**src/sv/recursive_mutex_fifo_handoff_assert.svh**
```systemverilog
// assertion macros for the recursive mutex block
// used by the top level; expects clk and rst_n in scope
`ifndef RECURSIVE_MUTEX_FIFO_HANDOFF_ASSERT_SVH
`define RECURSIVE_MUTEX_FIFO_HANDOFF_ASSERT_SVH

// same-cycle implication
`define RMFH_ASSERT_NOW(label, ante, cons) \
    label: assert property (@(posedge clk) disable iff (!rst_n) (ante) |-> (cons)) \
        else $error("rmfh assertion failed");

// next-cycle implication
`define RMFH_ASSERT_NEXT(label, ante, cons) \
    label: assert property (@(posedge clk) disable iff (!rst_n) (ante) |=> (cons)) \
        else $error("rmfh assertion failed");

`endif

```
**src/sv/rmfh_pkg.sv**
```systemverilog
// shared types and constants for the recursive mutex block
// no dependencies
package rmfh_pkg;

    localparam int MAX_WAITERS = 16;
    localparam int PTR_W       = (MAX_WAITERS > 1) ? $clog2(MAX_WAITERS) : 1;
    localparam int USED_W      = $clog2(MAX_WAITERS + 1);

    localparam logic [15:0] COUNT_MAX = 16'hFFFF;

    localparam logic OP_LOCK   = 1'b0;
    localparam logic OP_UNLOCK = 1'b1;

    typedef enum logic [1:0] {
        ST_OK   = 2'd0,
        ST_FULL = 2'd1,
        ST_FREE = 2'd2,
        ST_SAT  = 2'd3
    } status_t;

    // controller to datapath
    typedef struct packed {
        logic capture;
        logic exec;
    } cmd_t;

    // datapath to controller
    typedef struct packed {
        logic out_blocked;
    } sts_t;

endpackage

```
**src/sv/rmfh_ctrl.sv**
```systemverilog
// controller state machine for the recursive mutex block
// depends on rmfh_pkg
module rmfh_ctrl
(
    input  logic            clk,
    input  logic            rst_n,
    input  logic            in_valid,
    output logic            in_stall,
    input  rmfh_pkg::sts_t  sts,
    output rmfh_pkg::cmd_t  cmd
);

    typedef enum logic [1:0] {
        S_IDLE = 2'b01,
        S_EXEC = 2'b10
    } state_t;

    state_t state_reg;
    state_t state_next;

    always_comb
    begin
        state_next  = state_reg;
        cmd.capture = 1'b0;
        cmd.exec    = 1'b0;
        in_stall    = 1'b1;
        unique case (state_reg)
            S_IDLE:
            begin
                in_stall = 1'b0;
                if (in_valid)
                begin
                    cmd.capture = 1'b1;
                    state_next  = S_EXEC;
                end
            end
            S_EXEC:
            begin
                // wait for room in the output register
                if (!sts.out_blocked)
                begin
                    cmd.exec   = 1'b1;
                    state_next = S_IDLE;
                end
            end
            default:
            begin
                state_next = S_IDLE;
            end
        endcase
    end

    always_ff @(posedge clk or negedge rst_n)
    begin
        if (!rst_n)
            state_reg <= S_IDLE;
        else
            state_reg <= state_next;
    end

endmodule

```
**src/sv/rmfh_dpath.sv**
```systemverilog
// datapath for the recursive mutex block: owner, count, waiter queue, result register
// depends on rmfh_pkg
module rmfh_dpath
(
    input  logic            clk,
    input  logic            rst_n,
    input  rmfh_pkg::cmd_t  cmd,
    output rmfh_pkg::sts_t  sts,
    input  logic            opcode,
    input  logic [7:0]      thread_id,
    output logic            out_valid,
    input  logic            out_stall,
    output logic            granted,
    output logic            sleep_request,
    output logic            wake_valid,
    output logic [7:0]      wake_thread,
    output logic [7:0]      owner_now,
    output logic [15:0]     hold_count,
    output logic [1:0]      status
);

    logic                        req_op_reg;
    logic [7:0]                  req_tid_reg;
    logic [7:0]                  owner_reg;
    logic [7:0]                  owner_next;
    logic [15:0]                 count_reg;
    logic [15:0]                 count_next;
    logic [rmfh_pkg::PTR_W-1:0]  head_reg;
    logic [rmfh_pkg::PTR_W-1:0]  head_next;
    logic [rmfh_pkg::PTR_W-1:0]  tail_reg;
    logic [rmfh_pkg::PTR_W-1:0]  tail_next;
    logic [rmfh_pkg::USED_W-1:0] used_reg;
    logic [rmfh_pkg::USED_W-1:0] used_next;
    logic [7:0]                  head_data_reg;
    logic [7:0]                  mem [rmfh_pkg::MAX_WAITERS];
    logic                        enqueue;
    logic                        out_valid_reg;
    logic                        load;

    logic                        granted_next;
    logic                        sleep_next;
    logic                        wake_next;
    logic [7:0]                  wake_tid_next;
    rmfh_pkg::status_t           status_next;

    logic                        granted_reg;
    logic                        sleep_reg;
    logic                        wake_reg;
    logic [7:0]                  wake_tid_reg;
    logic [7:0]                  owner_out_reg;
    logic [15:0]                 count_out_reg;
    logic [1:0]                  status_reg;

    function automatic logic [rmfh_pkg::PTR_W-1:0] next_slot(
        input logic [rmfh_pkg::PTR_W-1:0] p
    );
        if (p == rmfh_pkg::PTR_W'(rmfh_pkg::MAX_WAITERS - 1))
            return '0;
        else
            return p + rmfh_pkg::PTR_W'(1);
    endfunction

    assign sts.out_blocked = out_valid_reg && out_stall;
    assign load            = cmd.exec;

    always_ff @(posedge clk)
    begin
        if (cmd.capture)
        begin
            req_op_reg  <= opcode;
            req_tid_reg <= thread_id;
        end
    end

    // waiter queue storage, head entry registered in head_data_reg ahead of its use
    always_ff @(posedge clk)
    begin
        if (load && enqueue)
            mem[tail_reg] <= req_tid_reg;
        head_data_reg <= mem[head_reg];
    end

    always_comb
    begin
        owner_next    = owner_reg;
        count_next    = count_reg;
        head_next     = head_reg;
        tail_next     = tail_reg;
        used_next     = used_reg;
        enqueue       = 1'b0;
        granted_next  = 1'b0;
        sleep_next    = 1'b0;
        wake_next     = 1'b0;
        wake_tid_next = 8'd0;
        status_next   = rmfh_pkg::ST_OK;
        if (req_op_reg == rmfh_pkg::OP_LOCK)
        begin
            if (req_tid_reg == 8'd0)
            begin
                // reserved id, ignored
            end
            else if (count_reg == 16'd0 || owner_reg == req_tid_reg)
            begin
                if (count_reg == rmfh_pkg::COUNT_MAX)
                    status_next = rmfh_pkg::ST_SAT;
                else
                begin
                    owner_next   = req_tid_reg;
                    count_next   = count_reg + 16'd1;
                    granted_next = 1'b1;
                end
            end
            else if (used_reg == rmfh_pkg::USED_W'(rmfh_pkg::MAX_WAITERS))
                status_next = rmfh_pkg::ST_FULL;
            else
            begin
                enqueue    = 1'b1;
                tail_next  = next_slot(tail_reg);
                used_next  = used_reg + rmfh_pkg::USED_W'(1);
                sleep_next = 1'b1;
            end
        end
        else
        begin
            if (count_reg == 16'd0)
                status_next = rmfh_pkg::ST_FREE;
            else if (count_reg != 16'd1)
                count_next = count_reg - 16'd1;
            else if (used_reg != '0)
            begin
                // hand off to the oldest waiter
                owner_next    = head_data_reg;
                count_next    = 16'd1;
                head_next     = next_slot(head_reg);
                used_next     = used_reg - rmfh_pkg::USED_W'(1);
                wake_next     = 1'b1;
                wake_tid_next = head_data_reg;
            end
            else
            begin
                owner_next = 8'd0;
                count_next = 16'd0;
            end
        end
    end

    always_ff @(posedge clk or negedge rst_n)
    begin
        if (!rst_n)
        begin
            owner_reg     <= 8'd0;
            count_reg     <= 16'd0;
            head_reg      <= '0;
            tail_reg      <= '0;
            used_reg      <= '0;
            out_valid_reg <= 1'b0;
        end
        else
        begin
            if (load)
            begin
                owner_reg <= owner_next;
                count_reg <= count_next;
                head_reg  <= head_next;
                tail_reg  <= tail_next;
                used_reg  <= used_next;
            end
            if (load)
                out_valid_reg <= 1'b1;
            else if (!out_stall)
                out_valid_reg <= 1'b0;
        end
    end

    always_ff @(posedge clk)
    begin
        if (load)
        begin
            granted_reg   <= granted_next;
            sleep_reg     <= sleep_next;
            wake_reg      <= wake_next;
            wake_tid_reg  <= wake_tid_next;
            owner_out_reg <= owner_next;
            count_out_reg <= count_next;
            status_reg    <= status_next;
        end
    end

    assign out_valid     = out_valid_reg;
    assign granted       = granted_reg;
    assign sleep_request = sleep_reg;
    assign wake_valid    = wake_reg;
    assign wake_thread   = wake_tid_reg;
    assign owner_now     = owner_out_reg;
    assign hold_count    = count_out_reg;
    assign status        = status_reg;

endmodule

```
**src/sv/recursive_mutex_fifo_handoff.sv**
```systemverilog
// recursive mutex with a bounded fifo of waiting threads
// input channel: in_valid/in_stall with opcode (0 lock, 1 unlock) and thread_id
// output channel: out_valid/out_stall with one result transaction per request:
//   granted, sleep_request, wake_valid, wake_thread, owner_now, hold_count, status
// each request is first captured (while the head of the waiter queue is read from its
//   memory), then executed, updating owner, count and queue pointers
// out_valid rises once the captured request has executed, which waits while the output
//   register is blocked; no new request is taken until the previous one has executed
// a new request is taken while the previous result still waits in the output
//   register; when the receiver stalls, the next result waits in the execute
//   state and in_stall stays high until it can be written
// reset clears owner, count, queue pointers and out_valid at once; the queue
//   memory is not cleared, only entries written since are ever read
// status: 0 ok, 1 waiter queue full, 2 unlock while free, 3 count saturated
// depends on rmfh_pkg, rmfh_ctrl, rmfh_dpath and the assertion macro header
`include "recursive_mutex_fifo_handoff_assert.svh"

module recursive_mutex_fifo_handoff
(
    input  logic        clk,
    input  logic        rst_n,
    input  logic        in_valid,
    output logic        in_stall,
    input  logic        opcode,
    input  logic [7:0]  thread_id,
    output logic        out_valid,
    input  logic        out_stall,
    output logic        granted,
    output logic        sleep_request,
    output logic        wake_valid,
    output logic [7:0]  wake_thread,
    output logic [7:0]  owner_now,
    output logic [15:0] hold_count,
    output logic [1:0]  status
);

    rmfh_pkg::cmd_t cmd;
    rmfh_pkg::sts_t sts;

    rmfh_ctrl u_ctrl
    (
        .clk      (clk),
        .rst_n    (rst_n),
        .in_valid (in_valid),
        .in_stall (in_stall),
        .sts      (sts),
        .cmd      (cmd)
    );

    rmfh_dpath u_dpath
    (
        .clk           (clk),
        .rst_n         (rst_n),
        .cmd           (cmd),
        .sts           (sts),
        .opcode        (opcode),
        .thread_id     (thread_id),
        .out_valid     (out_valid),
        .out_stall     (out_stall),
        .granted       (granted),
        .sleep_request (sleep_request),
        .wake_valid    (wake_valid),
        .wake_thread   (wake_thread),
        .owner_now     (owner_now),
        .hold_count    (hold_count),
        .status        (status)
    );

    // one request in flight at a time
    `RMFH_ASSERT_NEXT(a_one_in_flight, in_valid && !in_stall, in_stall)
    // a handoff leaves the woken thread as owner with a count of one
    `RMFH_ASSERT_NOW(a_wake_owner, out_valid && wake_valid,
        owner_now == wake_thread && hold_count == 16'd1 && wake_thread != 8'd0)
    // a grant always leaves a held mutex with ok status
    `RMFH_ASSERT_NOW(a_grant_held, out_valid && granted,
        owner_now != 8'd0 && hold_count != 16'd0 && status == rmfh_pkg::ST_OK)
    // no result is written over one that the receiver still stalls
    `RMFH_ASSERT_NOW(a_no_overwrite, cmd.exec, !(out_valid && out_stall))

endmodule
```
**config.mk**
```make
export PLATFORM = sky130hd
export DESIGN_NAME = recursive_mutex_fifo_handoff
export DESIGN_NICKNAME = d
export VERILOG_FILES = /design/src/sv/rmfh_pkg.sv /design/src/sv/rmfh_ctrl.sv /design/src/sv/rmfh_dpath.sv /design/src/sv/recursive_mutex_fifo_handoff.sv
export VERILOG_INCLUDE_DIRS = /design/src /design/src/sv
export SDC_FILE = /design/constraint.sdc
export NUM_CORES = 1
export LEC_CHECK = 0
export ABC_AREA = 1
export BUFFER_PORTS_ARGS = -buffer_cell sky130_fd_sc_hd__buf_2
export CAP_MARGIN = 15
export CORE_MARGIN = 2
export CORE_UTILIZATION = 62
export CTS_CLUSTER_SIZE = 8
export DETAILED_ROUTE_END_ITERATION = 7
export HOLD_SLACK_MARGIN = 0.05
export PLACE_DENSITY = 0.9
export SYNTH_ARGS = -nofsm -noshare
export SYNTH_HDL_FRONTEND = slang
export SYNTH_HIERARCHICAL = 1
export SYNTH_SLANG_ARGS = --single-unit
```
**constraint.sdc**
```tcl
create_clock -name clk -period 5.67 [get_ports clk]
set_input_delay 0.567 -clock clk [delete_from_list [all_inputs] [get_ports clk]]
set_output_delay 0.567 -clock clk [all_outputs]
set_load 0.03 [all_outputs]
```
==> qor.yml <==
synth_ff_type: "edfxtp_1"
grt_use_total_pct: 28.63
cp_data_arrival_time_ns: 4.14
grt.busiest_layer: "met2"
fin_skew_ns: 0.01580
viasPerCell: 6.100
max_cap_viol_count: 0
first_global_vias: 7693
synth_fa_ha_area_share_pct: 1.580
fill_cells: 1153
cp-end-kind: "flop"
syn_nets: 1101
cts_hold_buf: 0
cts-resized-gates: 0
netlist_top_cells_area: "edfxtp_1 49%, nand2_1 9.6%, dfrtp_1 9.1%, nor2_1 4.8%, nand3_1 3.5%"
cts.htree.levels: 1
worstPathCellList: "inv_1, nand2_1, nand2_1, nand2_1, nor2_1, nand2_1, nand2_4, nor2_1, nand2_1, nor2_4, nand2_1, nor2_1"
cts_buffer_depth: 3
relSlewSlack_pct: 25.98
final_hold_viol_count: 0
violations: "design-rule violations"
synth-edff-count: 174
cts_tree: "yes"
cp.depth: 12
synthSimpleGateAreaFrac_pct: 23.32
ir_drop_v: 0.0003530
initial_utilization_pct: 62.92
post-cts-setup-buffers: 0
antenna_found_initial: 0
synth_top_family_by_area: "simple AND/OR/NAND/NOR gates"
worstSetupPathType: "flop to flop"
tns_ns: 0
path_clk_slew_ns: 0.05
slew_viol_final: 0
grt_setup_unrepaired: "false"
ant_nets: 0
synth.largest_area_cell: "edfxtp_1"
critical_path_peak_fanout: 33
worst_pin_slew_ns: 1.106
rr_worst_depth: 12
muxShareOfSynthArea_pct: 1.115
gp_congestion: 0.9380
numCtsBuffers: 31
nets: 1136
grt_overflow: 0
regArea_um2: 6389
synth_compound_area_share_pct: 7.284
p_total_uw: 5495
yosysMostFrequentCell: "nand2_1"
setup_violations: 0
cp_data_required_time_ns: 5.85
synthDistinctLibCells: 42
largest_reg_flops: 128
syn_to_final_growth_pct: 10.95
clock_sinks: 222
synth_area_um2: 10770
core_um2: 17120
die_h_um: 135.8
totalWireLength_mm: 25.83
use_met1_pct: 41.45
crit_slowest_cell: "edfxtp_1"
postSynthCellCount: 1075
num_io_pins: 52
critPathTopFamily: "simple AND/OR/NAND/NOR gates"
grt_max_degree: 72
drt_iter0_drc: 1410
power.leakage_uw: 0.004848
insertedDiodeCount: 0
critical_path.most_common_cell: "nand2_1"
postSynthAreaPerCell_um2: 10.02
path_buf_inv: 1
slowest_delay_ns: 0.86
clk_latency_ns: 0.56
synth_xor_area_share_pct: 1.789
dieArea_um2: 18440
ys_ff_latch: 222
root_buffer: "clkbuf_16"
powerDensity_nw_per_um2: 459.8
multi_input_area_um2: 3784
dr.pass1.iters: 8
wl_per_cell_um: 18.99
fin_crit_ns: 3.957
period_share_pct: 69.80
vias: 8296
synth_top_area_share_pct: 48.51
drc: 1
grt_util_met3_pct: 5.874
ys_warn_count: 6
startpoint_type: "flop"
gr-usage-met2_pct: 43.32
grt_pass1_wl_mm: 40.73
synth_commonest_cells: "275 x nand2_1, 174 x edfxtp_1, 137 x nor2_1"
dp_hpwl_mm: 16.00
yosysSeqAreaShare_pct: 59.31
max_freq_mhz: 252.7
die_w_um: 135.8
io_buffers: 51
async_flop_share_pct: 18.02
rows: 48
hp-class: "input port to asynchronous set/reset pin"
outcome: "finished, violations left"
drive_above_1_share_pct: 13.66
-- worst register-to-register path: stages (launching register included) --
cell	delay, ns
edfxtp_1	0.86
inv_1	0.19
nand2_1	0.11
nand2_1	0.05
nand2_1	0.06
nor2_1	0.05
nand2_1	0.36
nand2_4	0.34
nor2_1	0.26
nand2_1	0.15
nor2_4	0.26
nand2_1	0.24
nor2_1	0.66
-- where the power goes --
part           switching [uW]  internal [uW]  total (uW)
Sequential                242           1960        2200
Combinational            1080            520        1600
Clock                     659           1040        1690
-- layout by cell type (no fill, tap or decap), drive strengths merged, types with 14 or more instances in the layout --
master / Yosys / final
edfxtp: 174 / 174
nand2: 287 / 287
buf: 32 / 56
clkbuf: 22 / 57
dfrtp: 39 / 39
o211ai: 14 / 14
nor2: 151 / 151
nand3: 87 / 87
nand4: 24 / 24
o32ai: 20 / 20
o21ai: 66 / 66
inv: 78 / 79
xor2: 15 / 15
-- cell type report --
class | count | share of cell area, %
sequential | 222 | 53.46
multi-input combinational | 719 | 31.66
clock buffer | 57 | 7.392
inverter | 80 | 2.513
timing repair buffer | 56 | 2.450
tap | 225 | 2.356
clock inverter | 1 | 0.1675
-- per-stage QoR --
| stage | cell area [um^2] | worst slack, ns | instances | utilization, % | hold WS, ns |
|---|---|---|---|---|---|
| after floorplan | 10770 | 0.7878 | 1075 | - | 0.2714 |
| after global placement | 11050 | 2.202 | 1302 | 64.54 | 0.4889 |
| after detailed placement | 11050 | 1.972 | 1302 | 64.54 | 0.4953 |
| after CTS | 11950 | 1.885 | 1360 | 69.82 | 0.1710 |
| after global routing | 11950 | 1.538 | 1360 | 69.82 | 0.1645 |
| final | 11950 | 1.713 | 1360 | 69.82 | 0.1708 |
-- per-layer routing --
layer  up-vias  wire length, um
li1       3759                -
met1      3830            10120
met2       616            11690
met3        91             3222
met4         0              792
met5         -                0
-- logic make-up after synthesis --
kind of cell	Yosys count
flops	222
compound gates	115
mux	12
buf+inv	134
simple gates	557
fa+ha+maj	13
xor+xnor	22
-- path summary, 6_finish.rpt --
| kind | startpoint | to | slack, ns |
|---|---|---|---|
| max reg2reg | u_dpath/req_tid_reg[5] | u_dpath/mem[13][0] | 1.71 |
| min in group clk | thread_id[2] | u_dpath/req_tid_reg[2] | 0.18 |
| min | rst_n | u_dpath/count_reg[4] | 0.17 |
| max | u_dpath/req_tid_reg[5] | u_dpath/mem[13][0] | 1.71 |
| min reg2reg | u_dpath/out_valid | u_dpath/out_valid | 0.50 |
| max in group asynchronous | rst_n | u_dpath/head_reg[0] | 4.84 |
(Power assumes the default switching activity.)
